## src/rtl/slgn_pkg.sv

```systemverilog
// shared constants, op codes and controller/datapath structs for the gaussian noise source
package slgn_pkg;

   localparam int AMPLITUDE_MAX = 2047;
   localparam int SHUFFLE_DEPTH = 100;

   localparam int CDF_DEPTH = AMPLITUDE_MAX + 2;
   localparam int CDF_AW    = $clog2(CDF_DEPTH);
   localparam int HI_W      = $clog2(CDF_DEPTH + 1);
   localparam int SLOT_W    = $clog2(SHUFFLE_DEPTH);
   localparam int CNT_W     = $clog2(2 * SHUFFLE_DEPTH + 1);

   localparam int WORD_W   = 21;
   localparam int INDEX_W  = 12;
   localparam int SAMPLE_W = 12;
   localparam int OP_W     = 2;

   localparam logic [OP_W-1:0] OP_LOAD = 2'd0;
   localparam logic [OP_W-1:0] OP_INIT = 2'd1;
   localparam logic [OP_W-1:0] OP_GEN  = 2'd2;

   localparam int CSR_IDX_W = 1;
   localparam logic [CSR_IDX_W-1:0] REG_SEED = 1'd0;

   localparam logic [11:0]     LCG_MUL  = 12'd2416;
   localparam logic [32:0]     LCG_ADD  = 33'd374441;
   localparam logic [WORD_W-1:0] LCG_MOD  = 21'd1771875;
   localparam logic [22:0]     LCG_MOD2 = 23'd3543750;
   localparam logic [WORD_W-1:0] RAND_TOP = 21'd1771874;

   // reciprocals for the constant divisions
   localparam logic [14:0] LCG_RECIP  = 15'((64'd1 << 35) / 64'd1771875);
   localparam logic [13:0] SLOT_RECIP = 14'((64'd1 << 34) / 64'd1771874);

   localparam int V_W  = WORD_W + SLOT_W;
   localparam int SP_W = V_W + 14;
   localparam logic [SLOT_W-1:0] SLOT_MAX = SLOT_W'(SHUFFLE_DEPTH - 1);

   typedef struct packed {
      logic req_ready;
      logic capture;
      logic cdf_write;
      logic seed_load;
      logic step_start;
      logic init_cnt_inc;
      logic shuffle_fill;
      logic shuffle_swap;
      logic shuffle_ready_set;
      logic search_start;
      logic search_probe;
      logic rsp_load;
      logic rsp_is_sample;
      logic rsp_refused;
   } ctrl_cmd_type;

   typedef struct packed {
      logic [OP_W-1:0] op;
      logic            cdf_ready;
      logic            shuffle_ready;
      logic            step_done;
      logic            init_last;
      logic            search_done;
   } dp_status_type;

endpackage

```

## src/rtl/slgn_ctrl.sv

```systemverilog
// controller state machine sequencing load, init and generate operations
module slgn_ctrl (
   input  logic                    clock,
   input  logic                    reset,
   input  logic                    req_valid,
   input  logic                    out_free,
   input  slgn_pkg::dp_status_type status,
   output slgn_pkg::ctrl_cmd_type  cmd
);

   localparam logic [3:0] S_IDLE         = 4'd0;
   localparam logic [3:0] S_DISPATCH     = 4'd1;
   localparam logic [3:0] S_INIT_STEP    = 4'd2;
   localparam logic [3:0] S_INIT_WAIT    = 4'd3;
   localparam logic [3:0] S_GEN_STEP     = 4'd4;
   localparam logic [3:0] S_GEN_WAIT     = 4'd5;
   localparam logic [3:0] S_SEARCH_START = 4'd6;
   localparam logic [3:0] S_SEARCH       = 4'd7;
   localparam logic [3:0] S_FINISH       = 4'd8;

   localparam logic [1:0] RES_ZERO    = 2'd0;
   localparam logic [1:0] RES_REFUSED = 2'd1;
   localparam logic [1:0] RES_SAMPLE  = 2'd2;

   logic [3:0] state_ff, state_in;
   logic [1:0] res_ff, res_in;

   always_comb begin
      state_in = state_ff;
      res_in   = res_ff;
      cmd      = '0;
      cmd.rsp_is_sample = res_ff == RES_SAMPLE;
      cmd.rsp_refused   = res_ff == RES_REFUSED;
      case (state_ff)
         S_IDLE: begin
            cmd.req_ready = 1'b1;
            if (req_valid) begin
               cmd.capture = 1'b1;
               state_in    = S_DISPATCH;
            end
         end
         S_DISPATCH: begin
            case (status.op)
               slgn_pkg::OP_LOAD: begin
                  cmd.cdf_write = 1'b1;
                  res_in        = RES_ZERO;
                  state_in      = S_FINISH;
               end
               slgn_pkg::OP_INIT: begin
                  cmd.seed_load = 1'b1;
                  state_in      = S_INIT_STEP;
               end
               slgn_pkg::OP_GEN: begin
                  if (status.cdf_ready && status.shuffle_ready) begin
                     state_in = S_GEN_STEP;
                  end else begin
                     res_in   = RES_REFUSED;
                     state_in = S_FINISH;
                  end
               end
               default: begin
                  res_in   = RES_ZERO;
                  state_in = S_FINISH;
               end
            endcase
         end
         S_INIT_STEP: begin
            cmd.step_start = 1'b1;
            state_in       = S_INIT_WAIT;
         end
         S_INIT_WAIT: begin
            if (status.step_done) begin
               cmd.shuffle_fill = 1'b1;
               cmd.init_cnt_inc = 1'b1;
               if (status.init_last) begin
                  cmd.shuffle_ready_set = 1'b1;
                  res_in                = RES_ZERO;
                  state_in              = S_FINISH;
               end else begin
                  state_in = S_INIT_STEP;
               end
            end
         end
         S_GEN_STEP: begin
            cmd.step_start = 1'b1;
            state_in       = S_GEN_WAIT;
         end
         S_GEN_WAIT: begin
            if (status.step_done) begin
               cmd.shuffle_swap = 1'b1;
               state_in         = S_SEARCH_START;
            end
         end
         S_SEARCH_START: begin
            cmd.search_start = 1'b1;
            state_in         = S_SEARCH;
         end
         S_SEARCH: begin
            cmd.search_probe = 1'b1;
            if (status.search_done) begin
               res_in   = RES_SAMPLE;
               state_in = S_FINISH;
            end
         end
         S_FINISH: begin
            if (out_free) begin
               cmd.rsp_load = 1'b1;
               state_in     = S_IDLE;
            end
         end
         default: begin
            state_in = S_IDLE;
         end
      endcase
   end

   always_ff @(posedge clock) begin
      if (reset) begin
         state_ff <= S_IDLE;
         res_ff   <= RES_ZERO;
      end else begin
         state_ff <= state_in;
         res_ff   <= res_in;
      end
   end

endmodule
```

## config.mk

```make
export PLATFORM = sky130hd
export DESIGN_NAME = slgn_ctrl
export DESIGN_NICKNAME = d
export VERILOG_FILES = /design/src/rtl/slgn_pkg.sv /design/src/rtl/slgn_ctrl.sv
export SDC_FILE = /design/constraint.sdc
export NUM_CORES = 1
export LEC_CHECK = 0
export BUFFER_PORTS_ARGS = -buffer_cell sky130_fd_sc_hd__buf_2
export CAP_MARGIN = 40
export CORE_UTILIZATION = 43
export CTS_CLUSTER_SIZE = 28
export DETAILED_ROUTE_END_ITERATION = 8
export GPL_ROUTABILITY_DRIVEN = 0
export PLACE_DENSITY = 0.84
export RECOVER_POWER = 50
export SYNTH_ARGS = -nofsm -noshare
export SYNTH_HDL_FRONTEND = slang
export SYNTH_SLANG_ARGS = --single-unit
```

## constraint.sdc

```tcl
create_clock -name clock -period 1.4 [get_ports clock]
set_input_delay 0.42 -clock clock [delete_from_list [all_inputs] [get_ports clock]]
set_output_delay 0.42 -clock clock [all_outputs]
set_load 0.02 [all_outputs]
```

==> metrics.md, run 1 <==
| Metric | Value |
|---|---|
| Max Buffers Root-to-Sink | 2 |
| Net count after synthesis | 96 |
| Clock tree skew after final layout | 19.0 ps |
| Unrepaired setup endpoints after global routing | true |
| DP Wirelength | 1450 µm |
| Most frequent cells in the layout | sky130_fd_sc_hd__buf_4 (23), sky130_fd_sc_hd__buf_6 (19), sky130_fd_sc_hd__buf_2 (13), sky130_fd_sc_hd__ha_1 (5) |
| Sequential group share of total power | 21.3% |
| Largest net degree at the start of global routing | 9 |
| Worst slew pin tran | 412 ps |
| Sum of overflow across all layers after global routing | 0 |
| Slew HR | 72.4% |
| First-iteration detailed-routing DRC count | 102 |
| Yosys warnings | 0 |
| Clock transition at path regs | 60 ps |
| Mapped Cells | 80 |
| Overall power after layout | 0.000948 W |
| TritonCTS clock tree | yes |
| Number of different library cells in the post-synthesis netlist | 43 |
| Final hold violation count | 0 |
| Detailed-route wire length | 3520 µm |
| Overall die area | 1740 µm² |
| Routed vias | 1023 |
| Cell count of the worst reg-to-reg path | 7 |
| First-pass iteration count of the detailed router | 5 |
| # diodes | 0 |
| Leak Pwr | 0.614 nW |
| Share of total power in the clock network | 18.3% |
| Post-synthesis register bit count | 6 |
| Minimum clock period after layout | 1850 ps |
| I/O pins | 25 |
| Initial Utilization | 49.0% |
| Post-Layout Cell Count | 150 |
| Worst hold margin | 409 ps |
| Total number of placement rows | 13 |
| Flip-flop and latch area | 130 µm² |
| Mapped cell area | 677 µm² |
| TritonCTS Buffers | 3 |
| Fin area | 1320 µm² |
| Worst setup margin | -451 ps |
| Leading cell type in the layout, fill and taps excluded | sky130_fd_sc_hd__buf_4 |
| Hold-fix buffers, CTS | 0 |
| Layout overhead on the synthesized area | 95.4% |
| DRC Markers | 0 |
| Vias per std cell | 6.82 |
| Violations in the final reports | setup timing |
| Crit path launch type | flip-flop |
| Psw | 0.000385 W |
| Cell internal pwr | 0.000563 W |
| Height of the die | 41.7 µm |
| Later-pin clock latency in the skew report | 260 ps |
| Core Region | 1380 µm² |
| Root buffer selected by CTS | sky130_fd_sc_hd__clkbuf_4 |
| Post-synthesis sequential area ratio | 17.7% |
| Timing-limited maximum frequency | 540 MHz |
| Average instance area after synthesis | 8.46 µm² |
| Combinational Power Share | 60.5% |
| Hold path cells | 2 |
| Hold-critical path endpoint | state_ff[3] |
| Status | finished with violations |
| Worst hold start | reset |
| Setup violation total in the final timing report | 17 |
| Routed len/inst | 23.5 µm |
| Width of the die | 41.7 µm |
| Share of the clock period used by the worst path after layout | 132% |
| Worst Path Class, Setup | flip-flop to primary output |
| Number of violations of the max-capacitance limit | 0 |
| Peak ir drop on the vdd network | 0.579 mV |
| Remaining antenna violation count | 0 |
| Pwr per Cell Area | 717 nW/µm² |
| CP required | 980 ps |
| Switching fraction of total power | 40.6% |
| Critical path arrival | 1430 ps |
| Area used by multi-input combinational logic | 644 µm² |
| Class of the most critical hold timing path | primary input to flip-flop |
| Largest fanout on the critical path | 4 |
| Endpoint of the lowest-slack register-to-register path | res_ff[1] |
| Area post-placement | 925 µm² |
| Crit path capture type | primary output |
| Fraction of layout cells with a size suffix above 1 | 71.1% |
| Worst r2r src | state_ff[2] |
| Number of port buffers | 24 |
| Total Nets Final | 153 |
| Number of placed instances with taps included | 133 |
| CTS H-tree lvls | 1 |
| Number of inserted filler cells in the final layout | 36 |
| Final number of max-transition violations | 0 |
| Global-route wire length before repair | 3620 µm |
| Flop2flop setup slack | -310 ps |
| Post-Route Setup TNS | -5060 ps |
| Total global-route track usage | 27.4% |
| Antenna violations before repair | 0 |
| Vias in the first global route | 820 |
| Clock net sink count | 6 |
## logic make-up (layout without fill, tap and decap cells)
family / Yosys count / count (layout) / share of synthesized area, %
xor+xnor: 1 / 1 / 1.29
flops: 6 / 6 / 17.7
compound gates: 20 / 20 / 24.2
mux: 1 / 1 / 1.48
fa+ha+maj: 5 / 5 / 9.24
simple gates: 37 / 37 / 37.2
buf+inv: 10 / 65 / 8.87
## worst max path at each step
stage               cells after the start  slack, ps        end   startpoint
floorplan                               4       -190     cmd[5]  state_ff[3]
global placement                        5       -160    cmd[10]    status[6]
detailed placement                      7       -200  res_ff[0]    status[5]
CTS                                     4       -320     cmd[2]  state_ff[0]
global route                            4       -460     cmd[5]  state_ff[3]
finish                                  4       -450     cmd[5]  state_ff[3]
## cell type report
type | count | area share (%)
clock buffers | 3 | 1.70
inverters | 4 | 1.14
multi-input cells | 64 | 48.7
flip-flops and latches | 6 | 9.84
well taps | 15 | 1.42
repair buffers | 58 | 37.2
## cells in the mapped netlist
cell type / n / area share [%]
sky130_fd_sc_hd__o21ai_4: 1 / 2.4
sky130_fd_sc_hd__buf_6: 2 / 3.3
sky130_fd_sc_hd__a41o_1: 1 / 1.5
sky130_fd_sc_hd__or2_2: 1 / 0.92
sky130_fd_sc_hd__o21ai_0: 1 / 0.74
sky130_fd_sc_hd__and2_2: 1 / 1.1
sky130_fd_sc_hd__nor2b_1: 3 / 2.8
sky130_fd_sc_hd__and4_1: 1 / 1.3
sky130_fd_sc_hd__o31a_1: 1 / 1.3
sky130_fd_sc_hd__nand3b_1: 1 / 1.1
sky130_fd_sc_hd__buf_4: 1 / 1.1
sky130_fd_sc_hd__o21ai_1: 3 / 2.2
sky130_fd_sc_hd__nand2b_2: 1 / 1.3
sky130_fd_sc_hd__a21o_2: 1 / 1.3
sky130_fd_sc_hd__a211oi_1: 1 / 1.1
sky130_fd_sc_hd__a31o_1: 1 / 1.3
sky130_fd_sc_hd__a2111oi_2: 1 / 2.2
sky130_fd_sc_hd__ha_1: 5 / 9.2
sky130_fd_sc_hd__inv_1: 4 / 2.2
sky130_fd_sc_hd__a211o_1: 1 / 1.3
sky130_fd_sc_hd__nor2_1: 5 / 2.8
sky130_fd_sc_hd__o31ai_2: 1 / 1.8
sky130_fd_sc_hd__and3_1: 7 / 6.5
sky130_fd_sc_hd__and2_1: 1 / 0.92
sky130_fd_sc_hd__a21boi_1: 1 / 1.1
sky130_fd_sc_hd__a21oi_2: 1 / 1.3
sky130_fd_sc_hd__nand3_2: 1 / 1.5
sky130_fd_sc_hd__nand3_1: 2 / 1.5
sky130_fd_sc_hd__a21oi_1: 3 / 2.2
sky130_fd_sc_hd__and3b_4: 1 / 1.8
sky130_fd_sc_hd__buf_2: 3 / 2.2
sky130_fd_sc_hd__and4b_1: 1 / 1.5
sky130_fd_sc_hd__nor3_1: 3 / 2.2
sky130_fd_sc_hd__or2_4: 1 / 1.3
sky130_fd_sc_hd__and2b_2: 1 / 1.3
sky130_fd_sc_hd__dfxtp_1: 6 / 18
sky130_fd_sc_hd__o31ai_1: 1 / 1.1
sky130_fd_sc_hd__nor4b_4: 1 / 3.5
sky130_fd_sc_hd__a41oi_1: 1 / 1.3
sky130_fd_sc_hd__mux2i_1: 1 / 1.5
sky130_fd_sc_hd__nand2_1: 2 / 1.1
sky130_fd_sc_hd__nand4_1: 3 / 2.8
sky130_fd_sc_hd__xnor2_1: 1 / 1.3
## flip-flops by register name, indices dropped and copies added, names as in the netlist
| signal | count |
|---|---|
| res_ff | 2 |
| state_ff | 4 |
## worst max-delay path: stages, from the launching register on
cell	delay (ps)
sky130_fd_sc_hd__dfxtp_2	330
sky130_fd_sc_hd__and2b_2	260
sky130_fd_sc_hd__and4b_2	290
sky130_fd_sc_hd__and2_4	170
sky130_fd_sc_hd__buf_6	120
## power by group through the flow
stage	clock network [W]	registers [W]	logic (W)
5_1_grt	0.000176	0.000201	0.000592
6_report	0.000173	0.000202	0.000573
3_5_place_dp	0	0.000199	0.000352
4_1_cts	0.000169	0.000198	0.000400
2_1_floorplan	0	0.000194	0.000228
3_3_place_gp	0	0.000198	0.000340
## stage by stage
stage	utilization [%]	setup slack (ps)
6_report	95.7	-451
5_1_grt	95.7	-459
4_1_cts	78.2	-316
3_5_place_dp	66.9	-199
3_3_place_gp	66.9	-158
2_1_floorplan	-	-187
## what timing repair did
action                     4_1_cts  5_1_grt
gates resized for setup         33       36
pin swaps                        4       21
setup endpoints to repair       18       18
buffers inserted                 4       14
## per-layer routing
| layer | track usage, % | up-vias | share of wire, % |
|---|---|---|---|
| met5 | 0 | - | 0 |
| met4 | 21.9 | 0 | 9.1 |
| met3 | 5.65 | 41 | 12 |
| met2 | 45.9 | 119 | 45 |
| met1 | 29.4 | 459 | 33 |
| li1 | - | 404 | - |
(Power assumes the default switching activity.)
==> run 2: changes to the inputs <==
CORE_UTILIZATION = 51   (was 43)
PLACE_DENSITY = 0.92   (was 0.84)
clock period = 2.2 ns   (was 1.4 ns; I/O delays follow)
==> run 2 against run 1 <==
The flow now finishes without violations. First-iteration DRC count shrank 78%. Sequential share of layout area grew 5.5 points. Non-clock buffer count shrank 32. Final area shrank 40%. Die area shrank 15%. Critical path type unchanged. Critical endpoint unchanged. Highest routed layer is now met3.
==> metrics.md, run 2 (synthesis results as in run 1) <==
| Metric | Value |
|---|---|
| Worst r2r src | state_ff[2] |
| Post-Route Setup TNS | 0 ps |
| Crit path launch type | flip-flop |
| Slew HR | 73.0% |
| Fraction of layout cells with a size suffix above 1 | 36.9% |
| Initial Utilization | 57.8% |
| Leading cell type in the layout, fill and taps excluded | sky130_fd_sc_hd__buf_2 |
| Core Region | 1170 µm² |
| Hold path cells | 2 |
| Height of the die | 38.4 µm |
| Status | complete, no violations |
| Hold-critical path endpoint | res_ff[0] |
| Root buffer selected by CTS | sky130_fd_sc_hd__clkbuf_4 |
| Largest registers in the final layout | state_ff: 4 flops, res_ff: 2 flops |
| Flop2flop setup slack | 480 ps |
| Later-pin clock latency in the skew report | 250 ps |
| Clock net sink count | 6 |
| First-iteration detailed-routing DRC count | 22 |
| Final hold violation count | 0 |
| Post-CTS Setup Bufs | 0 |
| Max Buffers Root-to-Sink | 2 |
| Worst slew pin tran | 401 ps |
| Total global-route track usage | 24.8% |
| Unrepaired setup endpoints after global routing | false |
| # diodes | 0 |
| First-pass iteration count of the detailed router | 4 |
| Layout overhead on the synthesized area | 17.9% |
| Width of the die | 38.4 µm |
| Critical path arrival | 1460 ps |
| Remaining antenna violation count | 0 |
| Largest register by flop count | state_ff |
| DRC Markers | 0 |
| Clock transition at path regs | 40 ps |
| Largest register FFs | 4 |
| Vias per std cell | 5.96 |
| Crit path capture type | primary output |
| Leak Pwr | 0.379 nW |
| Share of the clock period used by the worst path after layout | 96.2% |
| Routed len/inst | 13.6 µm |
| Largest fanout on the critical path | 9 |
| Total number of placement rows | 12 |
| Number of violations of the max-capacitance limit | 0 |
| Final number of max-transition violations | 0 |
| Sum of overflow across all layers after global routing | 0 |
| Minimum clock period after layout | 2120 ps |
| Class of the most critical hold timing path | flip-flop to flip-flop |
| Number of port buffers | 24 |
| Overall die area | 1480 µm² |
| DP Wirelength | 1210 µm |
| Vias in the first global route | 596 |
| Peak ir drop on the vdd network | 0.426 mV |
| Total Nets Final | 121 |
| Startpoint of the most critical setup path | state_ff[3] |
| CTS H-tree lvls | 1 |
| Most frequent cells in the layout | sky130_fd_sc_hd__buf_2 (19), sky130_fd_sc_hd__and3_1 (7), sky130_fd_sc_hd__nor2_1 (5), sky130_fd_sc_hd__ha_1 (5), sky130_fd_sc_hd__clkbuf_1 (5) |
| Hold-fix buffers, CTS | 0 |
| Overall power after layout | 0.000408 W |
| Largest net degree at the start of global routing | 15 |
| Cell count of the worst reg-to-reg path | 5 |
| Routed vias | 697 |
| Clock tree skew after final layout | 6.91 ps |
| Setup violation total in the final timing report | 0 |
| Pwr per Cell Area | 511 nW/µm² |
| Detailed-route wire length | 1590 µm |
| I/O pins | 25 |
| CP required | 1540 ps |
| Endpoint of the lowest-slack register-to-register path | state_ff[0] |
| Worst hold start | res_ff[0] |
| TritonCTS Buffers | 3 |
| Global-route wire length before repair | 2550 µm |
| Antenna violations before repair | 0 |
| Worst Path Class, Setup | flip-flop to primary output |
| Timing-limited maximum frequency | 473 MHz |
| TritonCTS clock tree | yes |
==> run 2: cell types whose count changed in the layout (fill, tap and decap cells not counted), sizes merged <==
cell and delta:
buf -36, clkbuf +4
==> run 2: power breakdown <==
group,internal (W),switching [W],total [W]
Sequential,0.000118,0.0000155,0.000134
Combinational,0.0000732,0.000101,0.000174
Clock,0.0000616,0.0000379,0.0000994
Total,0.000253,0.000155,0.000408
==> run 2: area by class of cell <==
type                    instances  area (µm²)
clock buffers                   3        22.5
fillers                       103         373
inverters                       4        15.0
multi-input cells              64         492
flip-flops and latches          6         123
well taps                      14        17.5
repair buffers                 26         129
==> run 2: what timing repair did <==
action / 4_1_cts / 5_1_grt
gates resized for setup: 1 / 1
pin swaps: 0 / 0
setup endpoints to repair: 1 / 1
==> run 2: routing by layer <==
layer  wire (µm)  global-route usage, %  part of all wire (%)  vias to the layer above
met4           0                   2.59                     0                        0
met5           0                      0                     0                        -
li1            -                      -                     -                      346
met2         741                   43.2                    46                       37
met3         118                   6.98                   7.4                        0
met1         734                   31.2                    46                      314
==> run 2: worst max-delay path by stage <==
stage / to / cells past startpoint / slack [ps]
after floorplan: cmd[5] / 4 / 240
after global placement: cmd[10] / 5 / 180
after detailed placement: cmd[10] / 5 / 140
after CTS: cmd[5] / 3 / 70
after global routing: cmd[5] / 4 / 20
final: cmd[5] / 4 / 80
==> run 2: through the flow <==
step | instances | util, % | hold WS [ps] | worst slack, ps | cell area [µm²]
2_1_floorplan | 80 | - | 457 | 245 | 677
3_3_place_gp | 114 | 67.0 | 482 | 178 | 785
6_report | 117 | 68.2 | 489 | 84.7 | 798
4_1_cts | 117 | 69.0 | 500 | 72.7 | 808
3_5_place_dp | 114 | 67.0 | 492 | 139 | 785
5_1_grt | 117 | 68.2 | 544 | 16.9 | 798
==> run 2: worst max-delay path: stages, from the launching register on <==
cell	delay, ps
sky130_fd_sc_hd__dfxtp_2	410
sky130_fd_sc_hd__and2b_2	290
sky130_fd_sc_hd__and4b_1	210
sky130_fd_sc_hd__and2_1	150
sky130_fd_sc_hd__buf_2	150
